==> src/design/audio_decimate_vita_packetizer_macros.svh <==
// ---------------------------------------------------------------------------
// Assertion macros for the audio decimator and packetizer
// Concurrent checks that compile away when SYNTHESIS is defined.
// ---------------------------------------------------------------------------
`ifndef AUDIO_DECIMATE_VITA_PACKETIZER_MACROS_SVH
`define AUDIO_DECIMATE_VITA_PACKETIZER_MACROS_SVH
`ifndef SYNTHESIS
// Check that is suspended while reset is asserted.
`define ADVP_ASSERT(name, clk, rst, prop) \
   name: assert property (@(posedge clk) disable iff (rst) prop) \
      else $error("advp assertion failed");
// Check that is also evaluated during reset.
`define ADVP_ASSERT_ALWAYS(name, clk, prop) \
   name: assert property (@(posedge clk) prop) \
      else $error("advp assertion failed");
`else
`define ADVP_ASSERT(name, clk, rst, prop)
`define ADVP_ASSERT_ALWAYS(name, clk, prop)
`endif
`endif

==> src/design/advp_pkg.sv <==
// ---------------------------------------------------------------------------
// advp_pkg
// Shared constants and control types of the audio decimator and packetizer.
// ---------------------------------------------------------------------------
package advp_pkg;

   localparam int PAYLOAD_SAMPLES_DEFAULT = 128;
   localparam int MAX_RESULTS = 64;
   localparam int PAD_W = $clog2(MAX_RESULTS + 1);

   localparam int SAMPLE_W = 16;
   localparam int WORD_W = 32;
   localparam int GAIN_W = 16;
   localparam int SEQ_W = 4;
   localparam int CSR_IDX_W = 1;

   // Input operation codes.
   localparam logic OP_SAMPLE = 1'b0;
   localparam logic OP_FLUSH = 1'b1;

   // Configuration register indexes.
   localparam logic [CSR_IDX_W-1:0] CSR_STREAM_ID = 1'b0;
   localparam logic [CSR_IDX_W-1:0] CSR_GAIN = 1'b1;

   localparam logic [WORD_W-1:0] STREAM_ID_RESET = 32'h8400_0000;
   localparam logic [GAIN_W-1:0] GAIN_RESET = 16'h8000;

   localparam logic [WORD_W-1:0] HDR_WORD0 = 32'h18d0_0047;
   localparam logic [WORD_W-1:0] HDR_CLASS0 = 32'h0000_1c2d;
   localparam logic [WORD_W-1:0] HDR_CLASS1 = 32'h534c_0123;
   localparam int HDR_WORDS = 7;
   localparam int HDR_CNT_W = $clog2(HDR_WORDS);

   localparam logic [SAMPLE_W-1:0] SAT_HI = 16'h7fff;
   localparam logic [SAMPLE_W-1:0] SAT_LO = 16'h8000;
   localparam int Q_SHIFT = 15;
   localparam logic [31:0] ROUND_HALF = 32'd16384;

   typedef struct packed {
      logic capture;
      logic round;
      logic hdr;
      logic data;
      logic pad;
   } advp_cmd_type;

   typedef struct packed {
      logic keep_phase;
      logic fill_zero;
      logic hdr_last;
      logic data_silent;
      logic pad_last;
      logic out_free;
   } advp_status_type;

endpackage

==> src/design/audio_decimate_vita_packetizer.sv <==
// ---------------------------------------------------------------------------
// audio_decimate_vita_packetizer: 2:1 audio decimator with gain and packetizer
// A dropped sample flips the phase; a kept sample that opens a packet gets a header.
// Flush: up to 64 padding words, one per cycle while the output register is free.
// Stalls on the result side hold the sequencer, which handles one item at a time.
// Synchronous reset clears packet state and restores the register defaults.
// ---------------------------------------------------------------------------
`include "audio_decimate_vita_packetizer_macros.svh"

module audio_decimate_vita_packetizer import advp_pkg::*; #(
   parameter int PAYLOAD_SAMPLES = PAYLOAD_SAMPLES_DEFAULT
) (
   input  logic                       clock,
   input  logic                       reset,
   input  logic                       csr_we,
   input  logic [CSR_IDX_W-1:0]       csr_index,
   input  logic [WORD_W-1:0]          csr_wdata,
   input  logic                       req_valid,
   output logic                       req_stall,
   input  logic                       req_op,
   input  logic signed [SAMPLE_W-1:0] req_sample,
   output logic                       rsp_valid,
   input  logic                       rsp_stall,
   output logic [WORD_W-1:0]          rsp_word,
   output logic                       rsp_first,
   output logic                       rsp_last
);

   // The controller accepts an item only from its idle state. A kept sample
   // is multiplied in the accept cycle and rounded in the next one; after that
   // the header words for a new packet, and the payload word if a pair is complete
   // or the packet ends, go into the output register one per cycle while it is free.
   // Because the output register sits between the two sides, the block goes
   // back to idle and takes the next item while the last word still waits.
   advp_cmd_type    cmd;
   advp_status_type status;

   advp_ctrl u_ctrl (
      .clock     (clock),
      .reset     (reset),
      .req_valid (req_valid),
      .req_op    (req_op),
      .req_stall (req_stall),
      .status    (status),
      .cmd       (cmd)
   );

   // The datapath holds the configuration registers, the decimation phase,
   // the packet fill count, the pending half word and the sequence count.
   advp_datapath #(
      .PAYLOAD_SAMPLES (PAYLOAD_SAMPLES)
   ) u_datapath (
      .clock      (clock),
      .reset      (reset),
      .csr_we     (csr_we),
      .csr_index  (csr_index),
      .csr_wdata  (csr_wdata),
      .req_op     (req_op),
      .req_sample (req_sample),
      .cmd        (cmd),
      .status     (status),
      .rsp_valid  (rsp_valid),
      .rsp_stall  (rsp_stall),
      .rsp_word   (rsp_word),
      .rsp_first  (rsp_first),
      .rsp_last   (rsp_last)
   );

   // A word is never loaded over one that is still waiting to be taken.
   `ADVP_ASSERT(a_no_overwrite, clock, reset, (cmd.hdr || cmd.pad) |-> (!rsp_valid || !rsp_stall))

   // The first word of a packet is a header word and never ends the packet.
   `ADVP_ASSERT(a_first_not_last, clock, reset, (rsp_valid && rsp_first) |-> !rsp_last)

   // While a packet's first header word is shown, the rest of the header is
   // still owed, so no new item can be taken.
   `ADVP_ASSERT(a_hdr_busy, clock, reset, (rsp_valid && rsp_first) |-> req_stall)

   // Reset empties the output register.
   `ADVP_ASSERT_ALWAYS(a_reset_empty, clock, reset |=> !rsp_valid)

endmodule

==> src/design/advp_ctrl.sv <==
// ---------------------------------------------------------------------------
// advp_ctrl
// Sequencer that steps one item through scaling, header, payload or padding output.
// ---------------------------------------------------------------------------
module advp_ctrl import advp_pkg::*; (
   input  logic            clock,
   input  logic            reset,
   input  logic            req_valid,
   input  logic            req_op,
   output logic            req_stall,
   input  advp_status_type status,
   output advp_cmd_type    cmd
);

   localparam logic [2:0] S_IDLE  = 3'd0;
   localparam logic [2:0] S_ROUND = 3'd1;
   localparam logic [2:0] S_HDR   = 3'd2;
   localparam logic [2:0] S_DATA  = 3'd3;
   localparam logic [2:0] S_PAD   = 3'd4;

   logic [2:0] state_ff;
   logic [2:0] state_in;

   assign req_stall = (state_ff != S_IDLE);

   always_comb begin
      state_in = state_ff;
      cmd = '0;
      unique case (state_ff)
         S_IDLE: begin
            if (req_valid) begin
               cmd.capture = 1'b1;
               if (req_op == OP_FLUSH) begin
                  state_in = status.fill_zero ? S_IDLE : S_PAD;
               end else begin
                  state_in = status.keep_phase ? S_IDLE : S_ROUND;
               end
            end
         end
         S_ROUND: begin
            cmd.round = 1'b1;
            state_in = status.fill_zero ? S_HDR : S_DATA;
         end
         S_HDR: begin
            if (status.out_free) begin
               cmd.hdr = 1'b1;
               if (status.hdr_last) begin
                  state_in = S_DATA;
               end
            end
         end
         S_DATA: begin
            if (status.out_free || status.data_silent) begin
               cmd.data = 1'b1;
               state_in = S_IDLE;
            end
         end
         S_PAD: begin
            if (status.out_free) begin
               cmd.pad = 1'b1;
               if (status.pad_last) begin
                  state_in = S_IDLE;
               end
            end
         end
         default: begin
            state_in = S_IDLE;
         end
      endcase
   end

   always_ff @(posedge clock) begin
      if (reset) begin
         state_ff <= S_IDLE;
      end else begin
         state_ff <= state_in;
      end
   end

endmodule

==> src/design/advp_datapath.sv <==
// ---------------------------------------------------------------------------
// advp_datapath
// Gain multiply, rounding, packet state and the registered output word.
// ---------------------------------------------------------------------------
module advp_datapath import advp_pkg::*; #(
   parameter int PAYLOAD_SAMPLES = PAYLOAD_SAMPLES_DEFAULT
) (
   input  logic                       clock,
   input  logic                       reset,
   input  logic                       csr_we,
   input  logic [CSR_IDX_W-1:0]       csr_index,
   input  logic [WORD_W-1:0]          csr_wdata,
   input  logic                       req_op,
   input  logic signed [SAMPLE_W-1:0] req_sample,
   input  advp_cmd_type               cmd,
   output advp_status_type            status,
   output logic                       rsp_valid,
   input  logic                       rsp_stall,
   output logic [WORD_W-1:0]          rsp_word,
   output logic                       rsp_first,
   output logic                       rsp_last
);

   localparam int FILL_W = (PAYLOAD_SAMPLES > 2) ? $clog2(PAYLOAD_SAMPLES) : 1;
   localparam int PAYLOAD_WORDS = (PAYLOAD_SAMPLES + 1) / 2;
   localparam int REM_W = $clog2(PAYLOAD_WORDS + 1);

   localparam logic [HDR_CNT_W-1:0] HDR_IDX_WORD0 = 3'd0;
   localparam logic [HDR_CNT_W-1:0] HDR_IDX_STREAM = 3'd1;
   localparam logic [HDR_CNT_W-1:0] HDR_IDX_CLASS0 = 3'd2;
   localparam logic [HDR_CNT_W-1:0] HDR_IDX_CLASS1 = 3'd3;

   logic [WORD_W-1:0]   stream_id_ff, stream_id_in;
   logic [GAIN_W-1:0]   gain_ff, gain_in;
   logic                keep_phase_ff, keep_phase_in;
   logic [FILL_W-1:0]   fill_ff, fill_in;
   logic [SAMPLE_W-1:0] pending_ff, pending_in;
   logic [SEQ_W-1:0]    seq_ff, seq_in;
   logic [HDR_CNT_W-1:0] hdr_cnt_ff, hdr_cnt_in;
   logic [PAD_W-1:0]    pad_left_ff, pad_left_in;
   logic signed [32:0]  prod_ff, prod_in;
   logic [SAMPLE_W-1:0] scaled_ff, scaled_in;
   logic                rsp_valid_ff, rsp_valid_in;
   logic [WORD_W-1:0]   rsp_word_ff, rsp_word_in;
   logic                rsp_first_ff, rsp_first_in;
   logic                rsp_last_ff, rsp_last_in;

   logic                fill_odd;
   logic                ends;
   logic                out_free;
   logic                data_silent;
   logic [REM_W-1:0]    rem_words;
   logic [PAD_W-1:0]    pad_calc;
   logic                neg;
   logic [32:0]         mag;
   logic [31:0]         mag_sum;
   logic [16:0]         mag_r;
   logic [16:0]         neg_r;
   logic [WORD_W-1:0]   hdr_word;

   assign fill_odd = fill_ff[0];
   assign ends = (fill_ff == FILL_W'(PAYLOAD_SAMPLES - 1));
   assign out_free = !rsp_valid_ff || !rsp_stall;
   assign data_silent = !fill_odd && !ends;

   // Words still owed by a flush, capped at the result limit.
   assign rem_words = REM_W'(PAYLOAD_WORDS) - REM_W'(fill_ff >> 1);
   assign pad_calc = (int'(rem_words) > MAX_RESULTS) ? PAD_W'(MAX_RESULTS)
                                                     : PAD_W'(rem_words);

   // Round half away from zero on the magnitude, then saturate.
   assign neg = prod_ff[32];
   assign mag = neg ? (-prod_ff) : prod_ff;
   assign mag_sum = mag[31:0] + ROUND_HALF;
   assign mag_r = mag_sum[31:Q_SHIFT];
   assign neg_r = -mag_r;

   always_comb begin
      case (hdr_cnt_ff)
         HDR_IDX_WORD0:  hdr_word = HDR_WORD0 | {12'd0, seq_ff, 16'd0};
         HDR_IDX_STREAM: hdr_word = stream_id_ff;
         HDR_IDX_CLASS0: hdr_word = HDR_CLASS0;
         HDR_IDX_CLASS1: hdr_word = HDR_CLASS1;
         default:        hdr_word = '0;
      endcase
   end

   always_comb begin
      stream_id_in = stream_id_ff;
      gain_in = gain_ff;
      keep_phase_in = keep_phase_ff;
      fill_in = fill_ff;
      pending_in = pending_ff;
      seq_in = seq_ff;
      hdr_cnt_in = hdr_cnt_ff;
      pad_left_in = pad_left_ff;
      prod_in = prod_ff;
      scaled_in = scaled_ff;
      rsp_valid_in = rsp_valid_ff && rsp_stall;
      rsp_word_in = rsp_word_ff;
      rsp_first_in = rsp_first_ff;
      rsp_last_in = rsp_last_ff;

      if (csr_we) begin
         unique case (csr_index)
            CSR_STREAM_ID: stream_id_in = csr_wdata;
            CSR_GAIN:      gain_in = csr_wdata[GAIN_W-1:0];
            default:       stream_id_in = stream_id_ff;
         endcase
      end

      if (cmd.capture) begin
         prod_in = 33'(req_sample) * 33'($signed({1'b0, gain_ff}));
         hdr_cnt_in = '0;
         pad_left_in = pad_calc;
         if (req_op == OP_SAMPLE) begin
            keep_phase_in = !keep_phase_ff;
         end
      end

      if (cmd.round) begin
         if (!neg) begin
            scaled_in = (mag_r > 17'd32767) ? SAT_HI : mag_r[SAMPLE_W-1:0];
         end else begin
            scaled_in = (mag_r > 17'd32768) ? SAT_LO : neg_r[SAMPLE_W-1:0];
         end
      end

      if (cmd.hdr) begin
         rsp_valid_in = 1'b1;
         rsp_word_in = hdr_word;
         rsp_first_in = (hdr_cnt_ff == HDR_IDX_WORD0);
         rsp_last_in = 1'b0;
         hdr_cnt_in = hdr_cnt_ff + 1'b1;
      end

      if (cmd.data) begin
         if (data_silent) begin
            pending_in = scaled_ff;
            fill_in = fill_ff + 1'b1;
         end else begin
            rsp_valid_in = 1'b1;
            rsp_first_in = 1'b0;
            rsp_last_in = ends;
            rsp_word_in = fill_odd ? {pending_ff, scaled_ff} : {scaled_ff, 16'd0};
            if (ends) begin
               fill_in = '0;
               pending_in = '0;
               seq_in = seq_ff + 1'b1;
            end else begin
               fill_in = fill_ff + 1'b1;
            end
         end
      end

      if (cmd.pad) begin
         // An unpaired sample goes out with the first pad word only.
         rsp_valid_in = 1'b1;
         rsp_first_in = 1'b0;
         rsp_last_in = status.pad_last;
         rsp_word_in = fill_odd ? {pending_ff, 16'd0} : '0;
         pending_in = '0;
         pad_left_in = pad_left_ff - 1'b1;
         if (status.pad_last) begin
            fill_in = '0;
            seq_in = seq_ff + 1'b1;
         end
      end
   end

   always_ff @(posedge clock) begin
      if (reset) begin
         stream_id_ff <= STREAM_ID_RESET;
         gain_ff <= GAIN_RESET;
         keep_phase_ff <= 1'b0;
         fill_ff <= '0;
         pending_ff <= '0;
         seq_ff <= '0;
         hdr_cnt_ff <= '0;
         pad_left_ff <= '0;
         rsp_valid_ff <= 1'b0;
      end else begin
         stream_id_ff <= stream_id_in;
         gain_ff <= gain_in;
         keep_phase_ff <= keep_phase_in;
         fill_ff <= fill_in;
         pending_ff <= pending_in;
         seq_ff <= seq_in;
         hdr_cnt_ff <= hdr_cnt_in;
         pad_left_ff <= pad_left_in;
         rsp_valid_ff <= rsp_valid_in;
      end
      prod_ff <= prod_in;
      scaled_ff <= scaled_in;
      rsp_word_ff <= rsp_word_in;
      rsp_first_ff <= rsp_first_in;
      rsp_last_ff <= rsp_last_in;
   end

   assign status.keep_phase = keep_phase_ff;
   assign status.fill_zero = (fill_ff == '0);
   assign status.hdr_last = (hdr_cnt_ff == HDR_CNT_W'(HDR_WORDS - 1));
   assign status.data_silent = data_silent;
   assign status.pad_last = (pad_left_ff == PAD_W'(1));
   assign status.out_free = out_free;

   assign rsp_valid = rsp_valid_ff;
   assign rsp_word = rsp_word_ff;
   assign rsp_first = rsp_first_ff;
   assign rsp_last = rsp_last_ff;

endmodule
==> config.mk <==
export PLATFORM = sky130hd
export DESIGN_NAME = audio_decimate_vita_packetizer
export DESIGN_NICKNAME = d
export VERILOG_FILES = /design/src/design/advp_pkg.sv /design/src/design/audio_decimate_vita_packetizer.sv /design/src/design/advp_ctrl.sv /design/src/design/advp_datapath.sv
export VERILOG_INCLUDE_DIRS = /design/src /design/src/design
export SDC_FILE = /design/constraint.sdc
export NUM_CORES = 1
export LEC_CHECK = 0
export BUFFER_PORTS_ARGS = -buffer_cell sky130_fd_sc_hd__buf_2
export CAP_MARGIN = 0
export CORE_AREA = 2 2 237 262
export CTS_CLUSTER_SIZE = 8
export DETAILED_ROUTE_END_ITERATION = 16
export DIE_AREA = 0 0 239 264
export HOLD_SLACK_MARGIN = 0.03
export PLACE_DENSITY_LB_ADDON = 0.25
export SLEW_MARGIN = 20
export SYNTH_ARGS = -nofsm -noshare
export SYNTH_HDL_FRONTEND = slang
export SYNTH_HIERARCHICAL = 1
export SYNTH_SLANG_ARGS = --single-unit
export TNS_END_PERCENT = 30
==> constraint.sdc <==
create_clock -name clock -period 12.7 [get_ports clock]
set_clock_uncertainty 0.1 [all_clocks]
set_input_delay 3.81 -clock clock [delete_from_list [all_inputs] [get_ports clock]]
set_output_delay 3.81 -clock clock [all_outputs]
set_load 0.05 [all_outputs]
## Yosys cells after proc, flatten, opt, wreduce, memory -nomap -nowiden

Cells that the tools add are included.

| cells by class | value |
|---|---|
| add/sub/neg operators | 8 |
| bitwise operators | 2 |
| equality and inequality tests | 16 |
| reductions and logical operators | 22 |
| $lt $le $gt $ge | 3 |
| muxes and demuxes | 58 |
| multipliers | 1 |

Operators with widths:

| cell | number |
|---|---|
| $mux W32 | 7 |
| $pmux W32 S4 | 1 |
| $mux W16 | 5 |
| $mux W7 | 8 |
| $mul A16 B17 Y33 | 1 |
| $add A32 B15 Y32 const B | 1 |
| $neg A32 Y32 | 1 |
| $mux W3 | 10 |
| $mux W1 | 21 |
| $mux W4 | 5 |
| $gt A17 B15 Y1 const B | 1 |
| $gt A17 B16 Y1 const B | 1 |
| $neg A16 Y16 | 1 |
| $pmux W3 S5 | 1 |
| $eq A3 B2 Y1 const B | 4 |
| $reduce_and A2 Y1 | 4 |
| $add A7 B1 Y7 const B | 1 |
| $eq A7 B1 Y1 const B | 1 |
| $eq A7 B7 Y1 const B | 1 |
| $gt A7 B7 Y1 const B | 1 |
| $logic_not A7 Y1 | 1 |
| $sub A7 B1 Y7 const B | 1 |
| $sub A7 B6 Y7 const A | 1 |
| $eq A3 B1 Y1 const B | 2 |
| other kinds (14) | 29 |

| storage, ports and cells | value |
|---|---|
| output and inout bits | 36 |
| bits of input ports | 55 |
| register bits | 173 |

## Depth between registers and ports, before layout

Gate-level depths: netlist of the first run.

| logic depth | value |
|---|---|
| depth after elaboration | 9 |
| depth in mapped cells | 25 |
| depth with buffers taken out | 24 |

## Hierarchy

The synthesis of the first run kept the hierarchy.

Modules (own cells, without submodules):

| module | times used | seq. area each (µm²) | area each (µm²) | cells each |
|---|---|---|---|---|
| advp_datapath | 1 | 3,893.7 | 17,125.2 | 1,987 |
| advp_ctrl | 1 | 60.1 | 250.2 | 34 |

## Worst setup path before layout of the first run

No wires, ideal clock.

| timing path | value |
|---|---|
| kind | in2reg |
| start | input req_sample[6] |
| end | register u_datapath.prod_ff[29], data pin |
| stages | 24 |
| data required time | 12.341 ns |
| data arrival time | 9.629 ns |
| path slack | 2.713 ns |
| buffers on the path | 1 |
| cell sequence | clkbuf_1 and2_1 fa_1 inv_1 fa_1 fa_1 inv_1 ha_1 fa_1 inv_1 fa_1 inv_1 ha_1 a21o_1 a21o_1 a21o_1 or3_1 o211ai_1 o21ai_0 o31ai_1 o221ai_1 a31o_2 a21oi_1 xnor2_1 |

| between the ends | value |
|---|---|
| word-level cells in the longest chain between the ends | 1 |

Ends and longest elaborated chain:

| what | RTL line | source |
|---|---|---|
| start: declaration | audio_decimate_vita_packetizer.sv:21 | `input logic signed [SAMPLE_W-1:0] req_sample,` |
| $mul A16 B17 Y33 | advp_datapath.sv:113 | `prod_in = 33'(req_sample) * 33'($signed({1'b0, gain_ff}));` |
| end signal: assignment | advp_datapath.sv:193 | `prod_ff <= prod_in;` |
| end: declaration | advp_datapath.sv:41 | `logic signed [32:0] prod_ff, prod_in;` |

Every way passes these cells.
A chain may end at the register's enable or synchronous reset.

## Final worst setup path of the first run

Ends and elaborated chain as after synthesis.

==> run summary, run 1 <==
The tree is rooted in a sky130_fd_sc_hd__clkbuf_16. The internal power of the cells totals 1498 µW. The relative max-transition margin came out at 0.3139. The total clock sinks is 173. The gate count after technology mapping is 2021.

The clock insertion delay at the later pin of the skew report came out at 0.44 ns. For this run, the register share of the synthesized area comes to 0.2276. The via density per instance is 4.927. The via total after detailed routing is 13924.

In this run the worst path has a maximum fanout of 16. The clock tree from TritonCTS is yes. The post-synthesis net count came out at 2407.

In the synthesized netlist the dominant register cell turns out to be sky130_fd_sc_hd__dfxtp_1. The library cell used most frequently in the layout, excluding fill and tap cells, is sky130_fd_sc_hd__nand2_1. STA classifies the critical path endpoint as a flop. Post-CTS timing repair inserted 0 buffers for setup. The final routed wire length divided by cell count came out at 17.19 µm. The die width is 239 µm. The leakage power figure is 0.008457 µW.

The worst setup path is of the in2reg kind. The power density over the cells came out at 142.7 mW/mm². The worst setup path is launched from an input pin. The reported max-cap violation count is 0. The total congestion overflow after global routing came out at 0. Setup violations remaining at the end of the flow were counted as 0. Across every metal layer, demand over resource in global routing totals 0.1558.

The mean instance size in the synthesized netlist is 8.597 µm². The last weighted congestion value of the routability-driven placer is 0.8778. The initial antenna violation count is 0.

The final number of max-transition violations came to 0. The post-cts hold buffer count is 0. The number of buffers inserted during clock tree synthesis came out at 17.

Buffers placed on the I/O ports in this run total 90. The core region is 0.06062 mm². The transition time of the tightest slew-check pin is 1.029 ns.

The clock network fraction of design power came out at 0.193. Setup repair after global routing left no endpoint under its margin. In the layout the commonest cells are 308 x sky130_fd_sc_hd__nand2_1, 279 x sky130_fd_sc_hd__inv_1, 194 x sky130_fd_sc_hd__fa_1, 137 x sky130_fd_sc_hd__ha_1, 124 x sky130_fd_sc_hd__dfxtp_1. The violation count after the first detailed-route iteration is 871. The final HPWL from detailed placement is 38160 µm. The pin count of the biggest net entering global routing came out at 73. The number of nets in the layout is 2423. For the worst setup path, the data arrival time is 10.25 ns. The achievable frequency is 98.53 MHz. In the synthesized netlist the async set-or-reset flop fraction comes to 0. Of the available clock period, the critical path in the final layout requires 0.7991. The full die area is 0.06310 mm². The first detailed-routing pass took 5 iterations. The net load switching power is 1222 µW. Of the total power, the share spent switching nets is 0.4492. In this run the vertical extent of the chip is 264 µm. The clock-pin slew on the worst setup and hold paths came out at 0.07 ns. In this run the remaining antenna-violating nets after routing total 0. The first global-routing pass estimated 78130 µm of wire. The count of inserted antenna diode cells came out at 0. The number of global-route vias before repair came out at 14075.

The flip-flop and latch count after synthesis is 173. The flow ran to the end, and the final reports show no timing, DRC or antenna violations. The final core utilization is 0.3145. The cell area after technology mapping is 0.01738 mm². The logic gate share of total power is 0.501. In this run, synthesis inferred 49 flip-flops with an integrated enable. The initial utilization of the core area, before any placement, comes to 0.2866. The routed wire length is 48570 µm.

The data required time at the worst endpoint is 12.80 ns. The shortest clock period the worst path allows after layout is 10.15 ns. The number of H-tree levels is 4. The warning count from the yosys run is 6.

The number of gates given a new drive strength after cts came out at 0. The number of buffers between clock root and the deepest sink came out at 2. The count of final hold-check violations is 0. The relative contribution of sequential cells to total power came out at 0.306. The worst hold path belongs to the class reg2reg. The number of distinct library cell variants in the gate-level netlist after synthesis came out at 80.

In the final timing run, aggregate negative setup slack is 0 ns. The placement row count came out at 95. The highest ir drop seen on vdd came out at 92.78 µV. The layout-stage area growth over the synthesis result is 9.736%. In this run the count of I/O pins placed on the die edge is 91. The final total power came out at 2720 µW.

The filler cells instantiated in the layout total 6414. The DRC violation count after routing came out at 0. The fraction of layout instances using a drive strength above 1 came out at 0.08000.
final timing paths:
| path | from | endpoint | slack (ns) | depth (start not counted) |
|---|---|---|---|---|
| max | req_sample[6] | u_datapath/prod_ff[29]$_DFFE_PP_ | 2.55 | 23 |
| min reg2reg | u_datapath/stream_id_ff[11]$_SDFFE_PP0P_ | u_datapath/stream_id_ff[11]$_SDFFE_PP0P_ | 0.36 | 2 |
| min | u_datapath/stream_id_ff[11]$_SDFFE_PP0P_ | u_datapath/stream_id_ff[11]$_SDFFE_PP0P_ | 0.36 | 2 |
| max reg2reg | u_datapath/gain_ff[7]$_SDFFE_PP0P_ | u_datapath/prod_ff[29]$_DFFE_PP_ | 5.27 | 22 |
metal layers:
metal	vias to the layer above	share of wire	GRT usage
met1	6880	0.45	0.2044
li1	6638	-	-
met2	360	0.49	0.2694
met4	0	0.021	0.04409
met5	-	0	0
met3	46	0.042	0.01724
layout make-up:
| cell class | instances | area (µm²) | share of cell area |
|---|---|---|---|
| multi-input cells | 1462 | 11960 | 0.6273 |
| clock inverters | 13 | 117.6 | 0.006168 |
| well taps | 776 | 970.9 | 0.05092 |
| flip-flops and latches | 173 | 3954 | 0.2074 |
| repair buffers | 103 | 548.0 | 0.02874 |
| inverters | 280 | 1051 | 0.05512 |
| clock buffers | 19 | 464.2 | 0.02435 |
power by group through the flow:
stage / sequential [µW] / clock [µW] / combinational (µW)
floorplan: 881 / 0 / 981
global placement: 841 / 0 / 1350
detailed placement: 843 / 0 / 1360
CTS: 830 / 536 / 1380
global route: 848 / 556 / 1540
finish: 833 / 524 / 1360
logic make-up after synthesis:
group                    count (synthesis)  share of synthesized area
XOR/XNOR                                61                    0.03075
AND/OR/NAND/NOR                        703                     0.1966
buffers and inverters                  386                    0.08526
flip-flops                             173                     0.2276
multiplexers                             7                   0.004033
adder cells (fa/ha/maj)                331                     0.3222
AO/OA/AOI/OAI                          360                     0.1337
critical path, stage by stage:
cell,delay [ns]
sky130_fd_sc_hd__buf_2,0.22
sky130_fd_sc_hd__and2_1,0.22
sky130_fd_sc_hd__fa_1,0.53
sky130_fd_sc_hd__inv_1,0.06
sky130_fd_sc_hd__fa_1,0.56
sky130_fd_sc_hd__fa_1,0.44
sky130_fd_sc_hd__fa_1,0.49
sky130_fd_sc_hd__inv_1,0.05
sky130_fd_sc_hd__fa_1,0.52
sky130_fd_sc_hd__inv_1,0.05
sky130_fd_sc_hd__fa_1,0.53
sky130_fd_sc_hd__inv_1,0.04
sky130_fd_sc_hd__ha_1,0.35
sky130_fd_sc_hd__a21o_1,0.18
sky130_fd_sc_hd__a21o_1,0.18
sky130_fd_sc_hd__or3_1,0.33
sky130_fd_sc_hd__o211ai_1,0.27
sky130_fd_sc_hd__o21ai_0,0.17
sky130_fd_sc_hd__o31ai_1,0.51
sky130_fd_sc_hd__o221ai_1,0.21
sky130_fd_sc_hd__a31o_2,0.26
sky130_fd_sc_hd__a21oi_1,0.16
sky130_fd_sc_hd__xnor2_1,0.08
cells in the mapped netlist, types with 5 or more instances:
library cell               count  share of area
sky130_fd_sc_hd__a211oi_1     10         0.0043
sky130_fd_sc_hd__a21o_1       15         0.0065
sky130_fd_sc_hd__a21oi_1     111          0.032
sky130_fd_sc_hd__a221oi_1      8         0.0040
sky130_fd_sc_hd__a22oi_1      36          0.016
sky130_fd_sc_hd__a31oi_1       7         0.0025
sky130_fd_sc_hd__and2_1      123          0.044
sky130_fd_sc_hd__and3_1       10         0.0036
sky130_fd_sc_hd__buf_1         7         0.0015
sky130_fd_sc_hd__buf_2         5         0.0014
sky130_fd_sc_hd__clkbuf_1     89          0.019
sky130_fd_sc_hd__dfxtp_1     124           0.14
sky130_fd_sc_hd__edfxtp_1     49          0.085
sky130_fd_sc_hd__fa_1        194           0.22
sky130_fd_sc_hd__ha_1        137          0.099
sky130_fd_sc_hd__inv_1       279          0.060
sky130_fd_sc_hd__mux2i_1       7         0.0040
sky130_fd_sc_hd__nand2_1     308          0.067
sky130_fd_sc_hd__nand2b_1     28          0.010
sky130_fd_sc_hd__nand3_1      23         0.0066
sky130_fd_sc_hd__nand4_1      17         0.0061
sky130_fd_sc_hd__nor2_1      105          0.023
sky130_fd_sc_hd__nor2b_1       8         0.0029
sky130_fd_sc_hd__nor3_1       32         0.0092
sky130_fd_sc_hd__nor3b_1       5         0.0022
sky130_fd_sc_hd__nor4_1        7         0.0025
sky130_fd_sc_hd__nor4_4        5         0.0061
sky130_fd_sc_hd__o211ai_1     10         0.0043
sky130_fd_sc_hd__o21a_1        9         0.0039
sky130_fd_sc_hd__o21ai_0      76          0.022
sky130_fd_sc_hd__o22ai_1       7         0.0025
sky130_fd_sc_hd__o31ai_1      12         0.0052
sky130_fd_sc_hd__o41ai_1       5         0.0025
sky130_fd_sc_hd__or3_1        11         0.0040
sky130_fd_sc_hd__xnor2_1      39          0.020
sky130_fd_sc_hd__xor2_1       22          0.011
through the flow:
step	setup WS (ns)	hold slack, ns	std cells	cell area, µm²
after global placement	2.128	0.3425	2794	18480
after CTS	2.545	0.3553	2826	19060
after detailed placement	2.097	0.3443	2794	18480
after global routing	2.235	0.3782	2826	19070
final	2.551	0.3569	2826	19070
after floorplan	2.713	0.3257	2021	17380
flip-flops by register name (all words and copies together) (netlist names), 3 cells and up:
register                 flops
u_datapath/pending_ff       16
u_datapath/prod_ff          33
u_datapath/fill_ff           7
u_datapath/scaled_ff        16
u_datapath/seq_ff            4
u_datapath/gain_ff          16
u_datapath/stream_id_ff     32
u_ctrl/state_ff              3
u_datapath/rsp_word         32
u_datapath/hdr_cnt_ff        3
u_datapath/pad_left_ff       7
(Power assumes the default switching activity.)
==> run 2, diff against run 1 <==
clock period = 9.6 ns   (was 12.7 ns; I/O delays follow)
==> run summary, run 2 (same netlist as run 1, synthesis figures left out) <==
The number of gates given a new drive strength after cts is 0. Summing all multi-input logic gate instances after layout gives 0.01195 mm². The total area inside the core boundary comes to 0.06062 mm². The arrival time of data at the critical path endpoint came out at 9.10 ns. The number of buffers added for setup after CTS came out at 0. The final total power is 3655 µW. The achievable frequency came out at 111.0 MHz. Setup total negative slack on the finished layout was measured at 0 ns. The kind of end point of the critical path is a flop. The H-tree generated during clock tree synthesis spans 4 levels. Counting along the longest clock path gives a buffer depth of 2. The top-level port count came out at 91. The final number of setup-violating endpoints is 0. The count of final hold-check violations came to 0. The total placed instance area came out at 0.01860 mm².

For this run the aggregate overflow at the end of global routing stands at 0. The startpoint kind of the worst setup timing path is an input pin. The flip-flop count of the largest register after layout came out at 33. The DRC violation count after routing is 0. The number of buffers inserted during clock tree synthesis is 17. The min-delay analysis places its worst path in the category reg2reg. The final layout contains 2439 nets. The die width came out at 239 µm.

In this run the clock root is driven by a sky130_fd_sc_hd__clkbuf_16. The critical path starts at req_sample[6]. STA puts the critical path data required time at 9.69 ns. The number of cells on the worst hold path is 2.

The relative max-transition margin is 0.3138. The count of buffers from port buffering is 90. The transition time of the tightest slew-check pin came out at 1.029 ns. The shortest clock period the worst path allows after layout came out at 9.011 ns. The number of cells on the worst reg-to-reg path is 22.

The last weighted congestion value of the routability-driven placer came out at 0.8495. Across every metal layer, demand over resource in global routing totals 0.1567. The initial antenna violation count is 0. u_datapath/prod_ff holds more flip-flops than any other register. The full die area is 0.06310 mm².

The y dimension of the die came out at 264 µm. The final number of max-transition violations came out at 0. For this design the ratio of total power to cell area is 190.2 mW/mm². The routed wire length came out at 49320 µm. The clock-pin slew on the worst setup and hold paths is 0.07 ns.

The design area is 0.01922 mm². The total clock sinks is 173. The most common cell after layout, fill and taps aside is sky130_fd_sc_hd__nand2_1. The detailed router placed 14070 vias in this run. The number of global-route vias before repair came out at 14268. Setup repair after global routing left no endpoint under its margin. The startpoint of the lowest-slack hold path is u_datapath/pending_ff[2]$_SDFFE_PP0P_. The area growth from synthesis to layout is 10.60%.

For this design, the CTS-stage hold fixing added 0 buffers. The startpoint of the worst-slack reg-to-reg timing path is u_datapath/gain_ff[10]$_SDFFE_PP0P_. The run finished with clean final reports. The clock insertion delay at the later pin of the skew report came out at 0.44 ns.

The starting density of the core came out at 0.2866. The fraction of layout instances using a drive strength above 1 came out at 0.08664. The clock tree from TritonCTS is yes. The share of the clock period used by the worst path came out at 0.9386. The placement row count is 95. The violation count after the first detailed-route iteration came out at 776. The total of fill cells in the finished design came out at 6435. At the end of the flow the core is filled with cells to 0.3170.

The antenna violation net count after detailed routing came out at 0. In this run the static leakage power is 0.008549 µW. The sequential cell area is 0.003954 mm². In the layout the commonest cells are 308 x sky130_fd_sc_hd__nand2_1, 279 x sky130_fd_sc_hd__inv_1, 194 x sky130_fd_sc_hd__fa_1, 137 x sky130_fd_sc_hd__ha_1, 124 x sky130_fd_sc_hd__dfxtp_1. The count of TritonRoute iterations in the first routing pass is 6. The reported max-cap violation count is 0. The pin count of the biggest net entering global routing is 73. The first global-routing pass estimated 78780 µm of wire. The highest ir drop seen on vdd came out at 117.8 µV. The final routed wire length divided by cell count is 17.35 µm.

The final HPWL from detailed placement is 38670 µm. The highest fanout seen on the critical path is 11. After detailed routing, the number of vias per cell comes to 4.949. The start-to-end type of the worst setup path is in2reg.
## run 2: changes by cell type in the layout (fill, tap and decap cells not counted), sizes merged
| cell | before | now |
|---|---|---|
| buf | 103 | 119 |
| bufinv | 0 | 2 |
| clkbuf | 19 | 17 |
| clkinv | 5 | 4 |
| diode | 0 | 1 |
| inv | 288 | 289 |
## run 2: layer usage
layer  wire length [µm]  track usage  share of wire  vias to the layer above
met5                  0            0              0                        -
met1              22350       0.2101           0.45                     6962
met2              23760       0.2665           0.48                      375
met4               1275      0.04814          0.026                        0
li1                   -            -              -                     6673
met3               1934      0.01400          0.039                       60
## run 2: final timing paths
kind                                                    endpoint  slack [ns]
worst max-delay path            u_datapath/prod_ff[29]$_DFFE_PP_        0.59
worst min-delay path             u_datapath/rsp_word[18]$_DFF_P_        0.35
worst max register to register  u_datapath/prod_ff[29]$_DFFE_PP_        2.40
worst min register to register   u_datapath/rsp_word[18]$_DFF_P_        0.35
## run 2: cell type report
type,count,share of cell area
Timing Repair Buffer,119,0.03477
Tap cell,776,0.05052
Antenna cell,1,0.0001302
Multi-Input combinational cell,1462,0.6220
Inverter,280,0.05469
Clock inverter,15,0.009962
Sequential cell,173,0.2057
Clock buffer,17,0.02214
## run 2: power by group
part | switching (µW) | leakage [µW] | internal, µW | total, µW
Combinational | 1130 | 0.00677 | 688 | 1820
Clock | 333 | 0.000304 | 399 | 732
Sequential | 162 | 0.00148 | 939 | 1100
Total | 1630 | 0.00855 | 2030 | 3660
## run 2: per-stage QoR
step / hold slack (ns) / setup WS (ns) / cells
2_1_floorplan: 0.3257 / 0.5427 / 2021
3_3_place_gp: 0.3422 / 0.1124 / 2810
3_5_place_dp: 0.3456 / 0.1036 / 2810
4_1_cts: 0.3568 / 0.5822 / 2842
5_1_grt: 0.3761 / 0.2100 / 2842
6_report: 0.3549 / 0.5892 / 2843
## run 2: worst max-delay path: stages
cell,delay (ns)
sky130_fd_sc_hd__buf_2,0.18
sky130_fd_sc_hd__and2_1,0.21
sky130_fd_sc_hd__fa_1,0.54
sky130_fd_sc_hd__inv_1,0.06
sky130_fd_sc_hd__fa_1,0.55
sky130_fd_sc_hd__fa_1,0.44
sky130_fd_sc_hd__fa_1,0.49
sky130_fd_sc_hd__inv_1,0.05
sky130_fd_sc_hd__fa_1,0.52
sky130_fd_sc_hd__inv_1,0.05
sky130_fd_sc_hd__fa_1,0.53
sky130_fd_sc_hd__inv_1,0.05
sky130_fd_sc_hd__ha_1,0.36
sky130_fd_sc_hd__a21o_1,0.18
sky130_fd_sc_hd__a21o_1,0.18
sky130_fd_sc_hd__or3_1,0.33
sky130_fd_sc_hd__o211ai_1,0.27
sky130_fd_sc_hd__o21ai_0,0.18
sky130_fd_sc_hd__o31ai_1,0.24
sky130_fd_sc_hd__buf_4,0.17
sky130_fd_sc_hd__o221ai_1,0.13
sky130_fd_sc_hd__a31o_2,0.26
sky130_fd_sc_hd__a21oi_1,0.17
sky130_fd_sc_hd__xnor2_1,0.08
==> run 3, diff against run 2 <==
CORE_AREA = 2 2 181 201   (was 2 2 237 262)
DIE_AREA = 0 0 183 203   (was 0 0 239 264)
==> run summary, run 3 (same netlist as run 1, synthesis figures left out) <==
The via total after detailed routing came out at 14105. The number of global-route vias before repair was 14294. The design area came out at 0.01868 mm². The number of buffers inserted during clock tree synthesis came out at 17.

The global-route wire length before repair came out at 71750 µm. Ranked by flip-flop count, first place goes to u_datapath/prod_ff. The flip-flop count of the largest register after layout is 33. The top cell types in the final layout, fill and taps aside, are 308 x sky130_fd_sc_hd__nand2_1, 279 x sky130_fd_sc_hd__inv_1, 194 x sky130_fd_sc_hd__fa_1, 137 x sky130_fd_sc_hd__ha_1, 124 x sky130_fd_sc_hd__dfxtp_1.

The flow ran to the end, and the final reports show no timing, DRC or antenna violations. The final total power came out at 3597 µW. The number of buffers and inverters on the critical path is 6. The starting density of the core came out at 0.4971. The maximum single-stage delay on the critical path is 0.54 ns.

The cell type of the slowest stage on the worst timing path is sky130_fd_sc_hd__fa_1. The total negative slack came out at 0 ns. The arrival time of data at the critical path endpoint came out at 9.11 ns. The layout-stage area growth over the synthesis result came out at 7.518%. The tightest min-delay check is of the reg2reg type.

The violation count after the first detailed-route iteration came out at 1021. The count of buffers from port buffering is 90. The worst setup path startpoint is req_sample[6]. In this run the standard cell core region covers 0.03495 mm². The final HPWL from detailed placement came out at 33330 µm. The startpoint of the worst-slack reg-to-reg timing path is u_datapath/gain_ff[7]$_SDFFE_PP0P_. The startpoint of the lowest-slack hold path is u_datapath/pending_ff[3]$_SDFFE_PP0P_. The full die area came out at 0.03715 mm². The fraction of layout instances using a drive strength above 1 is 0.08086. The most common cell after layout, fill and taps aside is sky130_fd_sc_hd__nand2_1. The highest fanout seen on the critical path came out at 16. The number of nets in the layout came out at 2426. The antenna violation net count after detailed routing came out at 0. The relative max-transition margin came out at 0.3046.

The cell that appears most often on the critical path is sky130_fd_sc_hd__fa_1. The highest ir drop seen on vdd came out at 124.2 µV. Derived from the worst setup path, the maximum achievable clock frequency is 110.7 MHz. On the final layout, the worst hold slack is 0.3521 ns. Clock tree synthesis selected as its root buffer the cell sky130_fd_sc_hd__clkbuf_16. Summed over all cells, the static leakage comes to 0.008470 µW. The worst setup path is captured at a flop. The initial antenna violation count was 0.

The H-tree generated during clock tree synthesis spans 4 levels. The count of final hold-check violations is 0. The total congestion overflow after global routing came out at 0. The reported max-cap violation count is 0.

In the global route stage, overall resource usage came out at 0.2408. The power density over the cells is 192.5 mW/mm². The clock-pin slew on the worst setup and hold paths came out at 0.07 ns. The first detailed-routing pass ran for 8 iterations.

The final routed wire length divided by cell count came out at 17.60 µm. The routed wire length came out at 43940 µm. The die width is 183 µm. The top-level port count is 91. The total clock sinks is 173. The final number of max-transition violations came to 0. The share of the clock period used by the worst path is 0.9413. The transition time of the tightest slew-check pin is 1.043 ns. The critical path is of the in2reg type. The clock tree from TritonCTS is yes. The clock insertion delay at the later pin of the skew report is 0.44 ns. Setup repair after global routing left no endpoint under its margin. Entering global routing, the biggest net connects 73 pins. The startpoint kind of the worst setup timing path is an input pin. The kind of cell adding the most delay to the critical path is adder cells. The data required time at the worst endpoint is 9.68 ns.

The DRC violation count after routing is 0. The number of buffers between clock root and the deepest sink is 2. The y dimension of the die is 203 µm. The number of gates given a new drive strength after cts came out at 0. After floorplanning, the core was divided into 72 placement rows. The congestion estimate from routability-driven global placement came to 0.8630. The count of inserted antenna diode cells came out at 0. The final number of setup-violating endpoints is 0. Using the TritonRoute via totals, the vias-per-cell ratio works out to 5.649. Once the clock tree was built, the setup fixing pass inserted 0 buffers. The shortest clock period the worst path allows after layout is 9.037 ns. The total placed instance area is 0.01808 mm². After clock tree synthesis, the flow added hold-fix buffers numbering 0.
[run 3: worst register-to-register path, cell delays in order, from the launching register on]
cell and delay [ns]:
sky130_fd_sc_hd__dfxtp_1 0.96, sky130_fd_sc_hd__nand2_1 0.18, sky130_fd_sc_hd__fa_1 0.59, sky130_fd_sc_hd__fa_1 0.43
sky130_fd_sc_hd__fa_1 0.52, sky130_fd_sc_hd__inv_1 0.04, sky130_fd_sc_hd__ha_1 0.31, sky130_fd_sc_hd__fa_1 0.54
sky130_fd_sc_hd__inv_1 0.05, sky130_fd_sc_hd__fa_1 0.53, sky130_fd_sc_hd__inv_1 0.04, sky130_fd_sc_hd__ha_1 0.35
sky130_fd_sc_hd__a21o_1 0.19, sky130_fd_sc_hd__a21o_1 0.17, sky130_fd_sc_hd__a21o_1 0.18, sky130_fd_sc_hd__or3_1 0.33
sky130_fd_sc_hd__o211ai_1 0.29, sky130_fd_sc_hd__o21ai_0 0.17, sky130_fd_sc_hd__o31ai_1 0.23, sky130_fd_sc_hd__buf_4 0.17
sky130_fd_sc_hd__o221ai_1 0.14, sky130_fd_sc_hd__a31o_2 0.26, sky130_fd_sc_hd__a21oi_1 0.17, sky130_fd_sc_hd__xnor2_1 0.08
[run 3: routing by layer]
| layer | GRT usage | routed length, µm |
|---|---|---|
| met5 | 0 | 0 |
| met3 | 0.02870 | 1986 |
| met2 | 0.4260 | 22090 |
| met4 | 0.06829 | 1094 |
| met1 | 0.3101 | 18770 |
[run 3: final cells by class]
| class | count | area (µm²) |
|---|---|---|
| Clock buffer | 19 | 464.2 |
| Clock inverter | 13 | 132.6 |
| Fill cell | 3272 | 16270 |
| Inverter | 280 | 1051 |
| Multi-Input combinational cell | 1462 | 11950 |
| Sequential cell | 173 | 3954 |
| Tap cell | 444 | 555.5 |
| Timing Repair Buffer | 106 | 570.5 |
[run 3: worst paths after layout]
kind                                      end  slack, ns  cells after the start
max reg2reg  u_datapath/prod_ff[29]$_DFFE_PP_       2.32                     23
max          u_datapath/prod_ff[29]$_DFFE_PP_       0.56                     25
min           u_datapath/rsp_word[19]$_DFF_P_       0.35                      2
min reg2reg   u_datapath/rsp_word[19]$_DFF_P_       0.35                      2
[run 3: where the power goes]
group          internal (µW)  switching [µW]  total [µW]
sequential               939             161        1100
combinational            685            1120        1800
clock                    370             324         695
[run 3: metrics by stage]
step | setup slack (ns) | cells | util
after global placement | 0.1961 | 2465 | 0.5174
after global routing | 0.1990 | 2497 | 0.5345
after floorplan | 0.5427 | 2021 | -
after CTS | 0.5582 | 2497 | 0.5345
after detailed placement | 0.1304 | 2465 | 0.5174
final | 0.5634 | 2497 | 0.5345
